[src/hdl/usm_pkg.sv]
// usm_pkg: shared types and constants for the UV sphere mesh generator.
// No dependencies.
package usm_pkg;

    typedef enum logic [2:0] {
        PH_DONE  = 3'd0,
        PH_NORTH = 3'd1,
        PH_RING  = 3'd2,
        PH_SOUTH = 3'd3,
        PH_TOP   = 3'd4,
        PH_MID   = 3'd5,
        PH_BOT   = 3'd6
    } phase_t;

    typedef enum logic [1:0] {
        REG_RADIUS  = 2'd0,
        REG_RINGS   = 2'd1,
        REG_SEGS    = 2'd2
    } reg_idx_t;

    localparam int CORDIC_STEPS = 16;
    localparam logic signed [33:0] CORDIC_GAIN = 34'sh026DD3B6A;

    // Work item handed from the sequencer to the datapath.
    typedef struct packed {
        phase_t      phase;
        logic        ring_start;  // new ring: recompute polar sine/cosine
        logic [31:0] polar_num;   // (r+1) << 23, extended by 8 zero bits in the divider
        logic [8:0]  polar_den;   // nr+1
        logic [39:0] azi_num;     // k << 32
        logic [8:0]  azi_den;     // ns
        logic [15:0] index_a;
        logic [15:0] index_b;
        logic [15:0] index_c;
        logic        last;
    } cmd_t;

    typedef struct packed {
        logic               item_kind;
        logic signed [15:0] pos_x;
        logic signed [15:0] pos_y;
        logic signed [15:0] pos_z;
        logic signed [15:0] norm_x;
        logic signed [15:0] norm_y;
        logic signed [15:0] norm_z;
        logic [15:0]        index_a;
        logic [15:0]        index_b;
        logic [15:0]        index_c;
        logic               last;
    } result_t;

    function automatic logic signed [33:0] turn_atan(input logic [3:0] i);
        logic signed [33:0] v;
        begin
            unique case (i)
                4'd0:  v = 34'sh020000000;
                4'd1:  v = 34'sh012E4051E;
                4'd2:  v = 34'sh009FB385B;
                4'd3:  v = 34'sh0051111D4;
                4'd4:  v = 34'sh0028B0D43;
                4'd5:  v = 34'sh00145D7E1;
                4'd6:  v = 34'sh000A2F61E;
                4'd7:  v = 34'sh000517C55;
                4'd8:  v = 34'sh00028BE53;
                4'd9:  v = 34'sh000145F2F;
                4'd10: v = 34'sh0000A2F98;
                4'd11: v = 34'sh0000517CC;
                4'd12: v = 34'sh000028BE6;
                4'd13: v = 34'sh0000145F3;
                4'd14: v = 34'sh00000A2FA;
                default: v = 34'sh00000517D;
            endcase
            return v;
        end
    endfunction

endpackage

[src/hdl/usm_queue.sv]
// usm_queue: two-entry command queue between sequencer and datapath.
// Depends on usm_pkg.
module usm_queue (
    input  logic          clk,
    input  logic          rst_n,
    input  logic          wr_valid,
    output logic          wr_ready,
    input  usm_pkg::cmd_t wr_data,
    output logic          rd_valid,
    input  logic          rd_ready,
    output usm_pkg::cmd_t rd_data
);
    import usm_pkg::*;

    cmd_t       mem_reg [2];
    logic       wp_reg, rp_reg;
    logic [1:0] cnt_reg;
    logic       push, pop;

    assign wr_ready = (cnt_reg != 2'd2);
    assign rd_valid = (cnt_reg != 2'd0);
    assign rd_data  = mem_reg[rp_reg];
    assign push     = wr_valid && wr_ready;
    assign pop      = rd_valid && rd_ready;

    always_ff @(posedge clk)
    begin
        if (push) mem_reg[wp_reg] <= wr_data;
    end

    always_ff @(posedge clk or negedge rst_n)
    begin
        if (!rst_n)
        begin
            wp_reg  <= 1'b0;
            rp_reg  <= 1'b0;
            cnt_reg <= '0;
        end
        else
        begin
            if (push) wp_reg <= ~wp_reg;
            if (pop) rp_reg <= ~rp_reg;
            cnt_reg <= cnt_reg + 2'(push) - 2'(pop);
        end
    end

endmodule

[config.mk]
export PLATFORM = sky130hd
export DESIGN_NAME = usm_queue
export DESIGN_NICKNAME = d
export VERILOG_FILES = /design/src/hdl/usm_pkg.sv /design/src/hdl/usm_queue.sv
export SDC_FILE = /design/constraint.sdc
export NUM_CORES = 1
export LEC_CHECK = 0
export BUFFER_PORTS_ARGS = -buffer_cell sky130_fd_sc_hd__buf_4
export CORE_MARGIN = 3
export CORE_UTILIZATION = 45
export CTS_CLUSTER_DIAMETER = 50
export DETAILED_ROUTE_END_ITERATION = 7
export GPL_TIMING_DRIVEN = 0
export HOLD_SLACK_MARGIN = 0.05
export PLACE_DENSITY = 0.78
export SLEW_MARGIN = 20
export SYNTH_ARGS = -nofsm -noshare
export SYNTH_HDL_FRONTEND = slang
export SYNTH_SLANG_ARGS = --single-unit
[constraint.sdc]
create_clock -name clk -period 7.5 [get_ports clk]
set_clock_uncertainty 0.05 [all_clocks]
set_input_delay 0 -clock clk [delete_from_list [all_inputs] [get_ports clk]]
set_output_delay 0 -clock clk [all_outputs]
set_load 0.1 [all_outputs]
==> metrics.yaml <==
yosysWarningCount: 0
relSlewSlack_pct: 53.1
cts_setup_buffers: 0
finalSetupTns_ns: 0
areaGrowthSynthToFinish_pct: 48.2
critPathRequiredTime_ns: 7.67
vias_per_cell: 4.77
fin_area_sq_um: 15900
num_io_pins: 292
worst_slack_ns: 5.37
ys_top_cells_by_area: "edfxtp_1 (80%), mux2_2 (8.7%), mux2_4 (8.4%)"
hold_violations: 0
routedWlPerCell_um: 19.1
end_kind: "flip-flop"
hold_path_class: "in2reg"
crit_chain: "nand2b_1 > nand2_1 > nor2_4 > buf_12 > buf_12"
fp.dieW_um: 161
synth_most_common_cell: "edfxtp_1"
synth.net_count: 611
cap_viol_max_count: 0
period_share_pct: 28.4
synth.distinct_cells: 16
arrival_ns: 2.30
die_y_um: 161
cts_buffers: 31
setup_viol: 0
outcome: "finished, final reports clean"
crit_buf_inv: 2
remaining_drc_errors: 0
core.rowCount: 55
core_area_sq_um: 23100
async_flop_share_pct: 1.38
floorplan.initialDensity_pct: 46.6
cts-root-buf: "clkbuf_16"
fmax_mhz: 470
hold_buffers: 147
yosysTopAreaCellShare_pct: 79.9
antenna_found_initial: 1
worst_pin_slew_ns: 0.704
synth_area_sq_um: 10800
cts_tree: "yes"
synth_top_area_cell: "edfxtp_1"
critPathMaxFanout: 26
drt_iter0_drc: 254
synth_edf_count: 286
cts_resized: 0
critPathKind: "reg2reg"
ys_ff_latch: 290
insertion_delay_ns: 0.53
grt_start_max_net_pins: 52
grt_overflow_total: 0
hold_slack_ns: 0.138
dieArea_sq_um: 25800
cts.htree.levels: 1
portBuffers: 291
largest_reg_flops: 286
grt_pass1_wl_um: 37800
gr-usage-all-layers_pct: 18.5
crit_path_start_kind: "flip-flop"
cts_sinks: 290
cts_max_path_buffers: 3
layout.nets: 1090
synthCells: 462
vias: 6084
dpl.hpwl_um: 14700
crit_slowest_cell: "nor2_4"
routed_wl_um: 24400
cts.reportedPaths.clkPinSlew_ns: 0.06
ys_seq_area_share_pct: 80.8
post_dp_cell_area_sq_um: 13500
num-fill-cells: 1438
dpl_worst_slack_ns: 5.39
crit_top_cell: "buf_12"
drive_gt1_share_pct: 51.8
gp_congestion: 0.729
firstDrtPassIters: 4
maxSlewViolCount: 0
ant_nets: 0
grt_setup_unrepaired: "false"
first_global_vias: 6842
fin_crit_ns: 2.13
synth_common_cells: "edfxtp_1 (286), mux2_2 (83), mux2_4 (60)"
syn_area_per_cell_sq_um: 23.3
max_stage_delay_ns: 0.56
critPathTopFamily: "simple AND/OR/NAND/NOR gates"
synthFlopType: "edfxtp_1"
==> path summary, 6_finish.rpt <==
check                            endpoint  cells after the start  slack, ns         from
setup / recovery           mem_reg[0][77]                      5       5.37   cnt_reg[1]
hold reg to reg                cnt_reg[0]                      1       0.47   cnt_reg[0]
min in group asynchronous      cnt_reg[0]                      3       0.35        rst_n
max in group asynchronous          rp_reg                      3       6.87        rst_n
setup reg to reg           mem_reg[0][77]                      5       5.37   cnt_reg[1]
hold / removal             mem_reg[1][96]                      2       0.14  wr_data[96]
==> final cells by class <==
cell class                 instances  area (sq um)  share of cell area, %
sequential                       290          8690                   54.5
timing repair buffer             446          3850                   24.2
multi-input combinational        155          1940                   12.2
clock buffer                      42           817                   5.13
tap                              313           392                   2.46
buffer                            16           130                  0.817
clock inverter                    12           100                  0.628
inverter                           1          3.75                 0.0236
antenna                            1          2.50                 0.0157
==> per-layer routing <==
layer / global-route usage (%) / part of all wire (%) / wire [um] / up-vias
met2: 34.9 / 54 / 13200 / 228
met3: 5.24 / 7.2 / 1750 / 39
met1: 20.2 / 36 / 8880 / 3019
met4: 5.01 / 2.3 / 553 / 0
met5: 0 / 0 / 0 / -
li1: - / - / - / 2798
==> placed cells by master (no fill, tap or decap), drive strengths merged <==
master | synthesis | final
edfxtp | 286 | 286
inv | 1 | 2
xor2 | 1 | 1
dlygate4sd3 | 0 | 147
and3 | 1 | 1
clkinv | 0 | 8
mux2 | 143 | 143
nand2b | 1 | 1
clkinvlp | 0 | 2
bufinv | 0 | 1
nor2 | 1 | 1
buf | 16 | 315
or2 | 1 | 1
clkbuf | 0 | 42
and2 | 1 | 1
xnor2 | 3 | 3
ha | 2 | 2
diode | 0 | 1
dfrtp | 4 | 4
nand2 | 1 | 1
==> cells by family after synthesis <==
kind of cell / synth area share [%]
buffers and inverters: 1.25
flip-flops: 80.8
multiplexers: 17.1
AND/OR/NAND/NOR: 0.303
XOR/XNOR: 0.326
adder cells (fa/ha/maj): 0.233
==> through the flow <==
step,util [%],instances
detailed placement,58.7,1074
global placement,57.8,1066
finish,69.1,1276
global route,69.1,1276
floorplan,-,462
CTS,69.1,1275
==> worst register-to-register path, cell delays in order (launching register included) <==
cell      delay [ns]
dfrtp_1         0.40
nand2b_1        0.13
nand2_1         0.15
nor2_4          0.56
buf_12          0.28
buf_12          0.22
Power is not shown: default switching activity piles up to over one toggle a cycle in this logic, so the estimate is an artifact.
