<file path="config.mk">
export PLATFORM = sky130hd
export DESIGN_NAME = usm_front
export DESIGN_NICKNAME = d
export VERILOG_FILES = /design/src/hdl/usm_pkg.sv /design/src/hdl/usm_front.sv
export SDC_FILE = /design/constraint.sdc
export NUM_CORES = 1
export LEC_CHECK = 0
export BUFFER_PORTS_ARGS = -buffer_cell sky130_fd_sc_hd__buf_2
export CAP_MARGIN = 30
export CORE_ASPECT_RATIO = 0.6
export CORE_MARGIN = 2
export CORE_UTILIZATION = 51
export CTS_CLUSTER_SIZE = 8
export DETAILED_ROUTE_END_ITERATION = 8
export GPL_ROUTABILITY_DRIVEN = 0
export PLACE_DENSITY_LB_ADDON = 0.2
export SYNTH_ARGS = -nofsm -noshare
export SYNTH_HDL_FRONTEND = slang
export SYNTH_SLANG_ARGS = --single-unit
</file>
<file path="constraint.sdc">
create_clock -name clk -period 9.5 [get_ports clk]
set_input_delay 0.475 -clock clk [delete_from_list [all_inputs] [get_ports clk]]
set_output_delay 0.475 -clock clk [all_outputs]
set_load 0.02 [all_outputs]
</file>
<file path="src/hdl/usm_pkg.sv">
// usm_pkg: shared types and constants for the UV sphere mesh generator.
// No dependencies.
package usm_pkg;

    typedef enum logic [2:0] {
        PH_DONE  = 3'd0,
        PH_NORTH = 3'd1,
        PH_RING  = 3'd2,
        PH_SOUTH = 3'd3,
        PH_TOP   = 3'd4,
        PH_MID   = 3'd5,
        PH_BOT   = 3'd6
    } phase_t;

    typedef enum logic [1:0] {
        REG_RADIUS  = 2'd0,
        REG_RINGS   = 2'd1,
        REG_SEGS    = 2'd2
    } reg_idx_t;

    localparam int CORDIC_STEPS = 16;
    localparam logic signed [33:0] CORDIC_GAIN = 34'sh026DD3B6A;

    // Work item handed from the sequencer to the datapath.
    typedef struct packed {
        phase_t      phase;
        logic        ring_start;  // new ring: recompute polar sine/cosine
        logic [31:0] polar_num;   // (r+1) << 23, extended by 8 zero bits in the divider
        logic [8:0]  polar_den;   // nr+1
        logic [39:0] azi_num;     // k << 32
        logic [8:0]  azi_den;     // ns
        logic [15:0] index_a;
        logic [15:0] index_b;
        logic [15:0] index_c;
        logic        last;
    } cmd_t;

    typedef struct packed {
        logic               item_kind;
        logic signed [15:0] pos_x;
        logic signed [15:0] pos_y;
        logic signed [15:0] pos_z;
        logic signed [15:0] norm_x;
        logic signed [15:0] norm_y;
        logic signed [15:0] norm_z;
        logic [15:0]        index_a;
        logic [15:0]        index_b;
        logic [15:0]        index_c;
        logic               last;
    } result_t;

    function automatic logic signed [33:0] turn_atan(input logic [3:0] i);
        logic signed [33:0] v;
        begin
            unique case (i)
                4'd0:  v = 34'sh020000000;
                4'd1:  v = 34'sh012E4051E;
                4'd2:  v = 34'sh009FB385B;
                4'd3:  v = 34'sh0051111D4;
                4'd4:  v = 34'sh0028B0D43;
                4'd5:  v = 34'sh00145D7E1;
                4'd6:  v = 34'sh000A2F61E;
                4'd7:  v = 34'sh000517C55;
                4'd8:  v = 34'sh00028BE53;
                4'd9:  v = 34'sh000145F2F;
                4'd10: v = 34'sh0000A2F98;
                4'd11: v = 34'sh0000517CC;
                4'd12: v = 34'sh000028BE6;
                4'd13: v = 34'sh0000145F3;
                4'd14: v = 34'sh00000A2FA;
                default: v = 34'sh00000517D;
            endcase
            return v;
        end
    endfunction

endpackage

</file>
<file path="src/hdl/usm_front.sv">
// usm_front: walk sequencer. Accepts restart/advance words and emits one command per word, none once the walk is done.
// Depends on usm_pkg.
module usm_front #(
    parameter int MAX_DIVISIONS = 255
) (
    input  logic        clk,
    input  logic        rst_n,
    input  logic        in_valid,
    output logic        in_ready,
    input  logic        in_restart,
    input  logic [7:0]  ring_count,
    input  logic [7:0]  segment_count,
    output logic        cmd_valid,
    input  logic        cmd_ready,
    output usm_pkg::cmd_t cmd
);
    import usm_pkg::*;

    localparam logic [8:0] MAXD = 9'(MAX_DIVISIONS);

    phase_t      phase_reg, phase_next;
    logic [7:0]  ring_reg, ring_next;
    logic [7:0]  seg_reg, seg_next;
    logic        half_reg, half_next;
    logic [15:0] vtot_reg, vtot_next;

    logic [8:0]  nr, ns;
    phase_t      ph;
    logic [7:0]  r0, s0;
    logic        h0;
    logic [15:0] vt0;
    logic [15:0] cur, nxt;
    logic [7:0]  k, s_inc;
    logic [7:0]  r_inc;
    logic [15:0] rmul;

    always_comb
    begin
        nr = {1'b0, ring_count};
        if (nr < 9'd1) nr = 9'd1;
        if (nr > MAXD) nr = MAXD;
        ns = {1'b0, segment_count};
        if (ns < 9'd3) ns = 9'd3;
        if (ns > MAXD) ns = MAXD;
    end

    assign in_ready = cmd_ready;

    always_comb
    begin
        ph  = phase_reg;
        r0  = ring_reg;
        s0  = seg_reg;
        h0  = half_reg;
        vt0 = vtot_reg;
        if (in_restart)
        begin
            ph  = PH_NORTH;
            r0  = '0;
            s0  = '0;
            h0  = 1'b0;
            vt0 = 16'((ns + 9'd1) * nr + 18'd2);
        end
        s_inc = s0 + 8'd1;
        r_inc = r0 + 8'd1;
        k     = ({1'b0, s0} >= ns) ? 8'd0 : s0;
        rmul  = 16'({8'd0, r0} * ({7'd0, ns} + 16'd1));
        cur   = 16'({8'd0, s0}) + rmul + 16'd1;
        nxt   = cur + 16'(ns) + 16'd1;

        phase_next = ph;
        ring_next  = r0;
        seg_next   = s0;
        half_next  = h0;
        vtot_next  = vt0;

        cmd = '0;
        cmd.phase      = ph;
        cmd.ring_start = (s0 == 8'd0);
        cmd.polar_num  = 32'({r_inc, 23'd0});
        cmd.polar_den  = nr + 9'd1;
        cmd.azi_num    = {k, 32'd0};
        cmd.azi_den    = ns;

        unique case (ph)
            PH_NORTH:
            begin
                phase_next = PH_RING;
                ring_next  = '0;
                seg_next   = '0;
            end
            PH_RING:
            begin
                if ({1'b0, s0} >= ns)
                begin
                    seg_next  = '0;
                    ring_next = r_inc;
                    if ({1'b0, r_inc} >= nr) phase_next = PH_SOUTH;
                end
                else
                begin
                    seg_next = s_inc;
                end
            end
            PH_SOUTH:
            begin
                phase_next = PH_TOP;
                seg_next   = '0;
            end
            PH_TOP:
            begin
                cmd.index_a = 16'(s0) + 16'd2;
                cmd.index_b = 16'(s0) + 16'd1;
                cmd.index_c = 16'd0;
                seg_next    = s_inc;
                if ({1'b0, s_inc} >= ns)
                begin
                    seg_next   = '0;
                    ring_next  = '0;
                    half_next  = 1'b0;
                    phase_next = (nr >= 9'd2) ? PH_MID : PH_BOT;
                end
            end
            PH_MID:
            begin
                cmd.index_a = cur;
                if (!h0)
                begin
                    cmd.index_b = cur + 16'd1;
                    cmd.index_c = nxt + 16'd1;
                    half_next   = 1'b1;
                end
                else
                begin
                    cmd.index_b = nxt + 16'd1;
                    cmd.index_c = nxt;
                    half_next   = 1'b0;
                    seg_next    = s_inc;
                    if ({1'b0, s_inc} >= ns)
                    begin
                        seg_next  = '0;
                        ring_next = r_inc;
                        if ({1'b0, r_inc} + 9'd1 >= nr) phase_next = PH_BOT;
                    end
                end
            end
            PH_BOT:
            begin
                cmd.index_a = vt0 - 16'd1;
                cmd.index_b = vt0 - 16'(s_inc) - 16'd2;
                cmd.index_c = vt0 - 16'(s_inc) - 16'd1;
                cmd.last    = ({1'b0, s_inc} >= ns);
                seg_next    = cmd.last ? 8'd0 : s_inc;
                if (cmd.last) phase_next = PH_DONE;
            end
            default:
            begin
            end
        endcase
        cmd_valid = in_valid && (ph != PH_DONE);
    end

    always_ff @(posedge clk or negedge rst_n)
    begin
        if (!rst_n)
        begin
            phase_reg <= PH_DONE;
            ring_reg  <= '0;
            seg_reg   <= '0;
            half_reg  <= 1'b0;
            vtot_reg  <= '0;
        end
        else if (in_valid && in_ready)
        begin
            phase_reg <= phase_next;
            ring_reg  <= ring_next;
            seg_reg   <= seg_next;
            half_reg  <= half_next;
            vtot_reg  <= vtot_next;
        end
    end

endmodule

</file>
==> results.md <==
- Fmax: 108 MHz
- CTS tree: done
- Maximum root-to-sink buffer count: 2
- Yosys warnings: 0
- RSZ-0062 raised after global routing: no
- Type of origin of the critical path: input pin
- Core area: about 23000 sq um
- Placed cell count: 2037
- Worst EP arrival: 8770 ps
- Gate Count Post-Synth: around 1600
- Initial Util: ~52%
- Post-CTS setup buffers: 0
- Root buffer cell: clkbuf_16
- Clock power share: under 10%
- H-tree depth: 2
- Fillcell total: 2222
- TritonCTS buffer count: 5
- Layout area overhead: 7.95%
- Global Route Usage Sum: between 30% and 40%
- Post-synth EDFFs: 0
- Vias: between 10000 and 15000
- CP max stage delay: 570 ps
- Max reg flops: 16
- Final Skew: approximately 5.7 ps
- Switching Power: between 1 and 1.5 mW
- Synth Cell Area: around 12000 sq um
- Lkg Pwr: around 6.5 nW
- Rel. slew slack: a little under two fifths
- DR vias/cell: ~6
- Library cells used by synthesis: 86
- HPWL Detailed: about 34000 um
- P_int: approximately 1.0 mW
- Hold Fails Final Rpt: 0
- First-pass GRT wire length: 62000 um
- Final Non-Filler Cells: between 2000 and 2500
- I/O Buffers: about 110
- Final min period: just over 9000 ps
- Post-Syn Area per Cell: 7.47 sq um
- Clk slew on worst S/H paths: about 50 ps
- Row count: 43
- R2R cell count: 16
- Combinational Power Share: 84.6%
- Final Max Tran Viols: 0
- Chip width: 204 um
- Largest net degree at the start of global routing: 44
- Die Y: 124 um
- Antenna diodes: 0
- Worst Path Max Fanout: 7
- Vias in the first global route: 11100
- Crit path kind: input pin to output port
- Seq/Total Area, Yosys: between 7 and 8%
- Antenna viol nets, final: 0
- Initial detailed-routing violation count: about 1600
- Worst ir drop on vdd: 181 uV
- Net count, final: around 2000
- Post-synth top area cell: fa_1
- Worst-Margin Slew: between 900 and 1000 ps
- Synth area leaders: fa_1 (15%), ha_1 (14%), xnor2_1 (8.2%)
- #FFs+latches synth: 36
- Clock latency on the worst-skew pair: just under 300 ps
- Seq pwr share: under 10%
- FFs w/ async S/R, synth: 100%
- Die area: approximately 25000 sq um
- CP max stage cell: fa_1
- Crit end category: output port
- Yosys top cell area share: about 15%
- Critical Path RT: roughly 9000 ps
- Drt pass-1 iters: 6
- Clock sink count: 36
- Initial antenna violation count: 0
- DR WL/cell: slightly below 20 um
- Max-Cap Viols: 0
- Status: complete, no violations
- Commonest cells in the netlist: nand2_1 (192), inv_1 (191), nor2_1 (169)
- DR DRC count: 0
- Setup TNS: 0 ps
- Final wirelength: slightly above 40000 um
- Tcrit/Tclk final: 97.4%
- HP Class: input pin to asynchronous set/reset pin
- Ports: approximately 170
- Setup violators final: 0
- Top-count cell post-synth: nand2_1
- PwrDens: around 190 nW/um^2
- Top FF cell, synth: dfrtp_1
- Sw Share: 59.2%
- Share of post-route cells with drive strength above 1: between 10% and 20%
- Grt ovf: 0
## per-stage QoR
step	util, %	instance area (sq um)	setup WS, ps	hold slack, ps	power, mW
2_1_floorplan	-	12400	235	179	1.71
3_3_place_gp	55.8	13000	400	454	2.19
3_5_place_dp	55.9	13000	256	468	2.22
4_1_cts	56.6	13200	210	338	2.41
5_1_grt	56.7	13200	19.4	361	2.65
6_report	56.7	13200	250	302	2.49
## worst max-delay path: cells and delay by family
kind,cells,cell delay (ps)
buffers and inverters,6,580
adders and majority gates,7,2940
xor gates and xnor gates,2,390
and+or+nand+nor,9,2580
AOI/OAI and AO/OA,8,1780
## metal layers
| layer | vias to the layer above | track usage [%] | wire [um] |
|---|---|---|---|
| li1 | 5604 | - | - |
| met1 | 5747 | 48.8 | 18700 |
| met2 | 662 | 44.5 | 15900 |
| met3 | 68 | 8.66 | 5050 |
| met4 | 0 | 4.93 | 596 |
| met5 | - | 0 | 0 |
## what timing repair did
item                       CTS  global route
gates resized for setup      0             4
hold endpoints to repair     0             0
setup endpoints to repair    0            10
hold buffers                 0             0
## path summary, 6_finish.rpt
path / start / to / slack, ps
max in group asynchronous: rst_n / seg_reg[0]$_DFFE_PN0P_ / 8630
worst max-delay path: segment_count[4] / cmd[15] / 250
worst max register to register: seg_reg[0]$_DFFE_PN0P_ / ring_reg[0]$_DFFE_PN0P_ / 5130
worst min-delay path: rst_n / vtot_reg[14]$_DFFE_PN0P_ / 300
worst min register to register: vtot_reg[9]$_DFFE_PN0P_ / vtot_reg[9]$_DFFE_PN0P_ / 480
min in group clk: vtot_reg[9]$_DFFE_PN0P_ / vtot_reg[9]$_DFFE_PN0P_ / 480
## power groups by stage
stage          Clock, mW  Combinational, mW  Sequential, mW
6_report           0.171               2.11           0.212
2_1_floorplan          0               1.51           0.200
5_1_grt            0.177               2.26           0.216
4_1_cts            0.171               2.03           0.211
3_3_place_gp           0               1.98           0.213
3_5_place_dp           0               2.01           0.212
## kinds of logic after synthesis
| group | Yosys count | synth area share, % |
|---|---|---|
| AND/OR/NAND/NOR | 582 | 22.6 |
| buffers and inverters | 317 | 11.6 |
| AO/OA/AOI/OAI | 302 | 16.7 |
| adder cells (fa/ha/maj) | 232 | 29.4 |
| XOR/XNOR | 157 | 11.4 |
| flip-flops | 36 | 7.37 |
| multiplexers | 10 | 0.839 |
| other | 1 | 0.0307 |
## area by class of cell
| type | instances | area, sq um | area share [%] |
|---|---|---|---|
| multi-input combinational | 1340 | 10200 | 76.9 |
| sequential | 36 | 901 | 6.83 |
| timing repair buffer | 150 | 873 | 6.62 |
| inverter | 196 | 736 | 5.57 |
| tap | 315 | 394 | 2.99 |
| clock buffer | 5 | 125 | 0.948 |
| clock inverter | 3 | 18.8 | 0.142 |
## layout by cell type, fill, tap and decap left out, drive strengths merged, types with 9 or more instances in the layout
cell and instances:
buf 150, xnor2 115, a22oi 9, nand2 192, nand3 48, ha 138, o22ai 26, nor3 22
a21o 16, a21oi 46, nor4 15, dfrtp 36, fa 93, nand2b 12, a211oi 11, o211ai 13
and2 23, o21a 15, inv 192, nor2 169, conb 57, o21ai 75, nor2b 22, or3 10
a31oi 16, o221ai 12, xor2 41, nand4 24
Note: power is estimated with default switching activity, not from simulation.
