[config.mk]
export PLATFORM = sky130hd
export DESIGN_NAME = usm_back
export DESIGN_NICKNAME = d
export VERILOG_FILES = /design/src/hdl/usm_pkg.sv /design/src/hdl/usm_back.sv
export SDC_FILE = /design/constraint.sdc
export NUM_CORES = 2
export LEC_CHECK = 0
export BUFFER_PORTS_ARGS = -buffer_cell sky130_fd_sc_hd__buf_4
export CAP_MARGIN = 20
export CORE_ASPECT_RATIO = 1.1
export CORE_MARGIN = 1
export CORE_UTILIZATION = 58
export DETAILED_ROUTE_END_ITERATION = 7
export GPL_ROUTABILITY_DRIVEN = 1
export PLACE_DENSITY = 0.85
export SLEW_MARGIN = 30
export SYNTH_ARGS = -nofsm -noshare
export SYNTH_HDL_FRONTEND = slang
export SYNTH_SLANG_ARGS = --single-unit
[constraint.sdc]
create_clock -name clk -period 33 [get_ports clk]
set_clock_uncertainty 0.2 [all_clocks]
set_input_delay 6.6 -clock clk [delete_from_list [all_inputs] [get_ports clk]]
set_output_delay 6.6 -clock clk [all_outputs]
set_load 0.005 [all_outputs]
[src/hdl/usm_pkg.sv]
// usm_pkg: shared types and constants for the UV sphere mesh generator.
// No dependencies.
package usm_pkg;

    typedef enum logic [2:0] {
        PH_DONE  = 3'd0,
        PH_NORTH = 3'd1,
        PH_RING  = 3'd2,
        PH_SOUTH = 3'd3,
        PH_TOP   = 3'd4,
        PH_MID   = 3'd5,
        PH_BOT   = 3'd6
    } phase_t;

    typedef enum logic [1:0] {
        REG_RADIUS  = 2'd0,
        REG_RINGS   = 2'd1,
        REG_SEGS    = 2'd2
    } reg_idx_t;

    localparam int CORDIC_STEPS = 16;
    localparam logic signed [33:0] CORDIC_GAIN = 34'sh026DD3B6A;

    // Work item handed from the sequencer to the datapath.
    typedef struct packed {
        phase_t      phase;
        logic        ring_start;  // new ring: recompute polar sine/cosine
        logic [31:0] polar_num;   // (r+1) << 23, extended by 8 zero bits in the divider
        logic [8:0]  polar_den;   // nr+1
        logic [39:0] azi_num;     // k << 32
        logic [8:0]  azi_den;     // ns
        logic [15:0] index_a;
        logic [15:0] index_b;
        logic [15:0] index_c;
        logic        last;
    } cmd_t;

    typedef struct packed {
        logic               item_kind;
        logic signed [15:0] pos_x;
        logic signed [15:0] pos_y;
        logic signed [15:0] pos_z;
        logic signed [15:0] norm_x;
        logic signed [15:0] norm_y;
        logic signed [15:0] norm_z;
        logic [15:0]        index_a;
        logic [15:0]        index_b;
        logic [15:0]        index_c;
        logic               last;
    } result_t;

    function automatic logic signed [33:0] turn_atan(input logic [3:0] i);
        logic signed [33:0] v;
        begin
            unique case (i)
                4'd0:  v = 34'sh020000000;
                4'd1:  v = 34'sh012E4051E;
                4'd2:  v = 34'sh009FB385B;
                4'd3:  v = 34'sh0051111D4;
                4'd4:  v = 34'sh0028B0D43;
                4'd5:  v = 34'sh00145D7E1;
                4'd6:  v = 34'sh000A2F61E;
                4'd7:  v = 34'sh000517C55;
                4'd8:  v = 34'sh00028BE53;
                4'd9:  v = 34'sh000145F2F;
                4'd10: v = 34'sh0000A2F98;
                4'd11: v = 34'sh0000517CC;
                4'd12: v = 34'sh000028BE6;
                4'd13: v = 34'sh0000145F3;
                4'd14: v = 34'sh00000A2FA;
                default: v = 34'sh00000517D;
            endcase
            return v;
        end
    endfunction

endpackage

[src/hdl/usm_back.sv]
// usm_back: datapath. Angle division, iterative CORDIC, scaling, output register.
// Depends on usm_pkg.
module usm_back #(
    parameter int FRAC_BITS = 14
) (
    input  logic          clk,
    input  logic          rst_n,
    input  logic          cmd_valid,
    output logic          cmd_ready,
    input  usm_pkg::cmd_t cmd,
    input  logic [14:0]   radius,
    output logic          res_valid,
    input  logic          res_ready,
    output usm_pkg::result_t res
);
    import usm_pkg::*;

    typedef enum logic [3:0] {
        B_IDLE, B_PDIV, B_PCOR, B_PFIN, B_ADIV, B_ACOR, B_AFIN,
        B_MULU, B_MULP, B_EMIT
    } bstate_t;

    localparam logic signed [17:0] ONE = 18'sd1 <<< FRAC_BITS;
    localparam int SH = 30 - FRAC_BITS;

    bstate_t state_reg, state_next;
    cmd_t    cmd_reg;
    logic [39:0] num_reg;
    logic [31:0] quo_reg;
    logic [8:0]  rem_reg;
    logic [5:0]  cnt_reg;
    logic signed [33:0] x_reg, y_reg, z_reg;
    logic [1:0]  q_reg;
    logic signed [17:0] sin1_reg, cos1_reg, s2_reg, c2_reg;
    logic signed [17:0] ux_reg, uy_reg, uz_reg;
    logic signed [15:0] px_reg, py_reg, pz_reg;
    logic [1:0]  mstep_reg;
    result_t     out_reg;
    logic        out_valid_reg;

    logic [8:0]  den;
    logic [9:0]  trial;
    logic signed [33:0] dx, dy;
    logic signed [17:0] sr, cr, s_q, c_q;
    logic signed [17:0] ma;
    logic signed [17:0] mb;
    logic signed [35:0] prod;
    logic signed [17:0] prod_r;
    logic signed [33:0] pprod;
    logic signed [17:0] ppos;
    logic signed [17:0] nclip;
    logic        out_free;

    function automatic logic signed [17:0] clampu(input logic signed [33:0] v);
        logic signed [33:0] r;
        begin
            r = (v + (34'sd1 <<< (SH - 1))) >>> SH;
            if (r > 34'(ONE)) r = 34'(ONE);
            if (r < -34'(ONE)) r = -34'(ONE);
            return 18'(r);
        end
    endfunction

    function automatic logic signed [15:0] nclamp(input logic signed [17:0] v);
        logic signed [17:0] r;
        begin
            r = v;
            if (r > 18'sd32767) r = 18'sd32767;
            if (r < -18'sd32767) r = -18'sd32767;
            return 16'(r);
        end
    endfunction

    assign out_free  = !out_valid_reg || res_ready;
    assign cmd_ready = (state_reg == B_IDLE);
    assign res_valid = out_valid_reg;
    assign res       = out_reg;
    assign den       = (state_reg == B_PDIV) ? cmd_reg.polar_den : cmd_reg.azi_den;
    assign trial     = {rem_reg, num_reg[39]} - {1'b0, den};
    assign dx        = y_reg >>> cnt_reg[3:0];
    assign dy        = x_reg >>> cnt_reg[3:0];
    assign cr        = clampu(x_reg);
    assign sr        = clampu(y_reg);

    always_comb
    begin
        unique case (q_reg)
            2'd0:    begin c_q = cr;  s_q = sr;  end
            2'd1:    begin c_q = -sr; s_q = cr;  end
            2'd2:    begin c_q = -cr; s_q = -sr; end
            default: begin c_q = sr;  s_q = -cr; end
        endcase
    end

    // shared multipliers: one for sin1*cos2 / sin1*sin2, another for radius*u
    always_comb
    begin
        ma = sin1_reg;
        mb = (mstep_reg == 2'd0) ? c2_reg : s2_reg;
        prod = ma * mb;
        prod_r = 18'(((prod + (36'sd1 <<< (FRAC_BITS - 1))) >>> FRAC_BITS));
        unique case (mstep_reg)
            2'd0:    pprod = $signed({19'd0, radius}) * ux_reg;
            2'd1:    pprod = $signed({19'd0, radius}) * uy_reg;
            default: pprod = $signed({19'd0, radius}) * uz_reg;
        endcase
        ppos = 18'((pprod + (34'sd1 <<< (FRAC_BITS - 1))) >>> FRAC_BITS);
        nclip = '0;
    end

    always_comb
    begin
        state_next = state_reg;
        unique case (state_reg)
            B_IDLE:
            begin
                if (cmd_valid)
                begin
                    if (cmd.phase == PH_RING)
                        state_next = cmd.ring_start ? B_PDIV : B_ADIV;
                    else if (cmd.phase == PH_NORTH || cmd.phase == PH_SOUTH)
                        state_next = B_MULP;
                    else
                        state_next = B_EMIT;
                end
            end
            B_PDIV:  if (cnt_reg == 6'd39) state_next = B_PCOR;
            B_PCOR:  if (cnt_reg == 6'(CORDIC_STEPS - 1)) state_next = B_PFIN;
            B_PFIN:  state_next = B_ADIV;
            B_ADIV:  if (cnt_reg == 6'd39) state_next = B_ACOR;
            B_ACOR:  if (cnt_reg == 6'(CORDIC_STEPS - 1)) state_next = B_AFIN;
            B_AFIN:  state_next = B_MULU;
            B_MULU:  if (mstep_reg == 2'd1) state_next = B_MULP;
            B_MULP:  if (mstep_reg == 2'd2) state_next = B_EMIT;
            B_EMIT:  if (out_free) state_next = B_IDLE;
            default: state_next = B_IDLE;
        endcase
    end

    always_ff @(posedge clk)
    begin
        unique case (state_reg)
            B_IDLE:
            begin
                cmd_reg   <= cmd;
                cnt_reg   <= '0;
                mstep_reg <= '0;
                num_reg   <= cmd.ring_start ? {cmd.polar_num, 8'd0} : cmd.azi_num;
                rem_reg   <= '0;
                ux_reg    <= '0;
                uz_reg    <= '0;
                uy_reg    <= (cmd.phase == PH_SOUTH) ? -ONE : ONE;
            end
            B_PDIV, B_ADIV:
            begin
                if (!trial[9])
                begin
                    rem_reg <= trial[8:0];
                    quo_reg <= {quo_reg[30:0], 1'b1};
                end
                else
                begin
                    rem_reg <= {rem_reg[7:0], num_reg[39]};
                    quo_reg <= {quo_reg[30:0], 1'b0};
                end
                num_reg <= {num_reg[38:0], 1'b0};
                cnt_reg <= cnt_reg + 6'd1;
                if (cnt_reg == 6'd39)
                begin
                    cnt_reg <= '0;
                    x_reg   <= CORDIC_GAIN;
                    y_reg   <= '0;
                    q_reg   <= quo_reg[30:29];
                    z_reg   <= $signed({4'd0, quo_reg[28:0], !trial[9]});
                end
            end
            B_PCOR, B_ACOR:
            begin
                if (!z_reg[33])
                begin
                    x_reg <= x_reg - dx;
                    y_reg <= y_reg + dy;
                    z_reg <= z_reg - turn_atan(cnt_reg[3:0]);
                end
                else
                begin
                    x_reg <= x_reg + dx;
                    y_reg <= y_reg - dy;
                    z_reg <= z_reg + turn_atan(cnt_reg[3:0]);
                end
                cnt_reg <= (cnt_reg == 6'(CORDIC_STEPS - 1)) ? 6'd0 : cnt_reg + 6'd1;
            end
            B_PFIN:
            begin
                sin1_reg <= s_q;
                cos1_reg <= c_q;
                num_reg  <= cmd_reg.azi_num;
                rem_reg  <= '0;
            end
            B_AFIN:
            begin
                s2_reg    <= s_q;
                c2_reg    <= c_q;
                uy_reg    <= cos1_reg;
                mstep_reg <= '0;
            end
            B_MULU:
            begin
                if (mstep_reg == 2'd0) ux_reg <= prod_r;
                else uz_reg <= prod_r;
                mstep_reg <= (mstep_reg == 2'd1) ? 2'd0 : 2'd1;
            end
            B_MULP:
            begin
                unique case (mstep_reg)
                    2'd0:    px_reg <= 16'(ppos);
                    2'd1:    py_reg <= 16'(ppos);
                    default: pz_reg <= 16'(ppos);
                endcase
                mstep_reg <= mstep_reg + 2'd1;
            end
            default:
            begin
            end
        endcase
        if (state_reg == B_EMIT && out_free)
        begin
            out_reg.item_kind <= (cmd_reg.phase == PH_TOP || cmd_reg.phase == PH_MID
                                  || cmd_reg.phase == PH_BOT);
            out_reg.index_a <= cmd_reg.index_a;
            out_reg.index_b <= cmd_reg.index_b;
            out_reg.index_c <= cmd_reg.index_c;
            out_reg.last    <= cmd_reg.last;
            out_reg.pos_x   <= px_reg;
            out_reg.pos_y   <= py_reg;
            out_reg.pos_z   <= pz_reg;
            out_reg.norm_x  <= nclamp(ux_reg);
            out_reg.norm_y  <= nclamp(uy_reg + nclip);
            out_reg.norm_z  <= nclamp(uz_reg);
            if (cmd_reg.phase == PH_TOP || cmd_reg.phase == PH_MID
                || cmd_reg.phase == PH_BOT)
            begin
                out_reg.pos_x  <= '0;
                out_reg.pos_y  <= '0;
                out_reg.pos_z  <= '0;
                out_reg.norm_x <= '0;
                out_reg.norm_y <= '0;
                out_reg.norm_z <= '0;
            end
        end
    end

    always_ff @(posedge clk or negedge rst_n)
    begin
        if (!rst_n)
        begin
            state_reg     <= B_IDLE;
            out_valid_reg <= 1'b0;
        end
        else
        begin
            state_reg <= state_next;
            if (state_reg == B_EMIT && out_free) out_valid_reg <= 1'b1;
            else if (res_ready) out_valid_reg <= 1'b0;
        end
    end

endmodule

==> qor.yml <==
logic_synthesis:
  syn_area_per_cell_sq_um: 9.955
  synth.top_cell.area_share: 0.2745
  synth_common_cells: "inv_1, fa_1, nand2_1"
  yosysMostFrequentCell: "inv_1"
  synth_area_sq_mm: 0.07484
  synth_area_leader_cell: "fa_1"
  synth-edff-count: 622
  synthCells: 7518
  synth-seq-area-share: 0.2593
  yosys-top-cells-area: "fa_1, edfxtp_1, ha_1"
  async_reset_ff_frac: 0.007610
  ys_ff_latch: 657
  syn_nets: 9136
  ys_types: 94
  ys.flop_type: "edfxtp_1"
  ys_warn_count: 0
timing:
  period_needed_ns: 14.14
  max_slew_margin: 0.3111
  setup_viol: 0
  fmax_mhz: 70.71
  tightest_slew_ns: 1.033
  finalCritPeriodShare: 0.4286
  fin_ws_ns: 18.86
  grt_setup_unrepaired: "false"
  setup-tns-final_ns: 0
  finalHoldViolCount: 0
  whs_ns: 0.2161
  slew_viol_final: 0
run:
  maxCapViolations: 0
hold_path:
  hp-class: "flop to flop"
clocking:
  clkSinkCount: 657
  post_cts_buffers: 0
  cts_root_buf: "clkbuf_16"
  holdBufCountCts: 0
  path_clk_slew_ns: 0.06
  max-clock-path-buffers: 3
  clk_latency_ns: 0.71
  cts_tree: "built"
  cts_made_buffers: 75
  cts_max_level: 3
  postCtsResizedCells: 0
setup_path:
  critPathLaunchType: "input port"
  worstSetupPathType: "input port to flop"
  slowest_delay_ns: 0.78
  reg2reg_from: "mstep_reg[0]"
  crit_chain: "buf_4 -> nand2_1 -> fa_1 -> fa_1 -> fa_1 -> inv_1 -> fa_1 -> fa_1 -> inv_1 -> fa_1 -> inv_1 -> ha_1 -> o21ai_0 -> a21oi_1 -> a221oi_1 -> a31oi_1 -> a311oi_1 -> nor4_1 -> a2111oi_0 -> nor3_1 -> nand4_1 -> nor3_1 -> xor2_1"
  crit_path_top_delay_cell: "a2111oi_0"
  crit_path_start: "radius[1]"
  endpoint_kind: "flop"
  path_common_cell: "fa_1"
  r2r_cells: 24
  arrival_ns: 14.36
  critPathMaxFanout: 54
  crit_end: "px_reg[8]"
  cp_data_required_time_ns: 33.22
  regToRegSetupSlack_ns: 24.33
  r2r-end: "ux_reg[17]"
floorplanning:
  rows: 137
  die_h_microns: 378.7
  io_pins: 310
  core_area_sq_mm: 0.1274
  die_w_microns: 344.5
  start_util: 0.5876
  die-area_sq_mm: 0.1305
global_routing:
  grt_start_max_net_pins: 105
  grt_use_total: 0.3053
  grt_first_pass_wirelength_microns: 311600
  antenna_found_initial: 2
  grt_pass1_vias: 59651
  grt-ovfl-total: 0
placed_design:
  dp_slack_ns: 18.50
  io_buffers: 309
  dpl.hpwl_microns: 142400
  routabilityCongestion: 0.9309
  dpl.cell_count: 9192
routing:
  post_drt_wl_per_cell_microns: 20.93
  ant_nets: 0
  vias_per_cell: 5.983
  wl_microns: 195300
  drc: 0
  num_vias: 55821
  drt-pass1-iter-count: 5
  drt_iter0_drc: 4473
final_layout:
  drive_gt1_frac: 0.08604
  synthToLayoutAreaGrowth_pct: 7.931
  instances_no_fill: 9330
  largest_reg_flops: 146
  layout.nets: 9219
power_and_ir_drop:
  p_total_w: 0.008656
  powerDensity_mw_per_mm2: 107.2
  ir_drop_mv: 0.4124
  p_leak_nw: 36.27
outcome:
  outcome: "complete, no violations"
## worst min-delay path by stage
| stage | from | to | slack [ns] | depth (start not counted) |
|---|---|---|---|---|
| CTS | cmd_reg[28] | res[28] | 0.22 | 0 |
| finish | cmd_reg[28] | res[28] | 0.22 | 0 |
| global placement | cmd_reg[9] | res[9] | 0.20 | 0 |
| detailed placement | cmd_reg[13] | res[13] | 0.20 | 0 |
| floorplan | quo_reg[30] | q_reg[1] | 0.20 | 0 |
| global route | cmd_reg[20] | res[20] | 0.23 | 0 |
## stage by stage
step | area, sq um | util
2_1_floorplan | 74840 | -
3_3_place_gp | 78310 | 0.6148
3_5_place_dp | 78330 | 0.6150
4_1_cts | 80760 | 0.6341
5_1_grt | 80770 | 0.6342
6_report | 80770 | 0.6342
## placed cells by master, fill, tap and decap left out, types with 18 or more instances in the layout
cell / synthesis / routed
inv_1: 1260 / 1259
fa_1: 1026 / 1026
nand2_1: 872 / 872
edfxtp_1: 622 / 622
and2_1: 532 / 532
ha_1: 430 / 429
buf_4: 3 / 365
nor2_1: 350 / 348
a21oi_1: 233 / 232
o21ai_0: 231 / 229
xnor2_1: 208 / 208
xor2_1: 143 / 143
mux2i_1: 92 / 92
nand3_1: 87 / 87
a21o_1: 87 / 87
nor3_1: 88 / 84
clkbuf_16: 0 / 75
nor2b_1: 73 / 73
mux4_2: 68 / 68
mux2_2: 54 / 54
a31oi_1: 54 / 54
nand2b_1: 48 / 48
and3_1: 45 / 45
o21a_1: 41 / 41
a22oi_1: 37 / 37
a211oi_1: 36 / 36
nor4_1: 34 / 34
nand4_1: 33 / 33
dfxtp_1: 30 / 30
or3_1: 27 / 26
o31ai_1: 23 / 23
or2_2: 25 / 23
o211ai_1: 22 / 22
o22ai_1: 19 / 19
o21bai_1: 18 / 18
## worst max-delay path, delay by kind of cell
kind            cells  cell delay (ns)
fa+ha+maj           7             3.33
buf+inv             4             0.67
simple gates        5             0.78
xor+xnor            1             0.51
compound gates      6             2.39
## cell families (layout without fill, tap and decap cells)
group           count (synthesis)  count (layout)  synth area share
simple gates                 2273            2273            0.1483
buf+inv                      1624            1765           0.08234
fa+ha+maj                    1456            1456            0.3463
compound gates                940             940           0.08067
flops                         657             657            0.2593
xor+xnor                      351             351           0.04108
mux                           217             217           0.04195
other cells                     0               3                 0
## power breakdown
part,switching (W),internal (W),leakage [nW]
sequential,0.00000000000000000000657,0.00124,5.96
clock,0.000378,0.000460,1.17
combinational,0.00408,0.00251,29.1
## final cells by class
cell class              count  area, sq um
flip-flops and latches    657        19400
clock buffers              89         1929
inverters                1261         4736
multi-input cells        5237        49320
diodes                      3        7.507
fillers                  9621        46590
clock inverters            46        501.7
well taps                1668         2087
repair buffers            369         2785
## routing by layer
layer / GRT usage / wire, microns / vias up
met5: 0 / 0 / -
met4: 0.1883 / 12950 / 0
met3: 0.05429 / 15220 / 720
met2: 0.5249 / 98330 / 2670
met1: 0.3532 / 68820 / 27897
li1: - / - / 24534
Note: power is estimated with default switching activity, not from simulation.
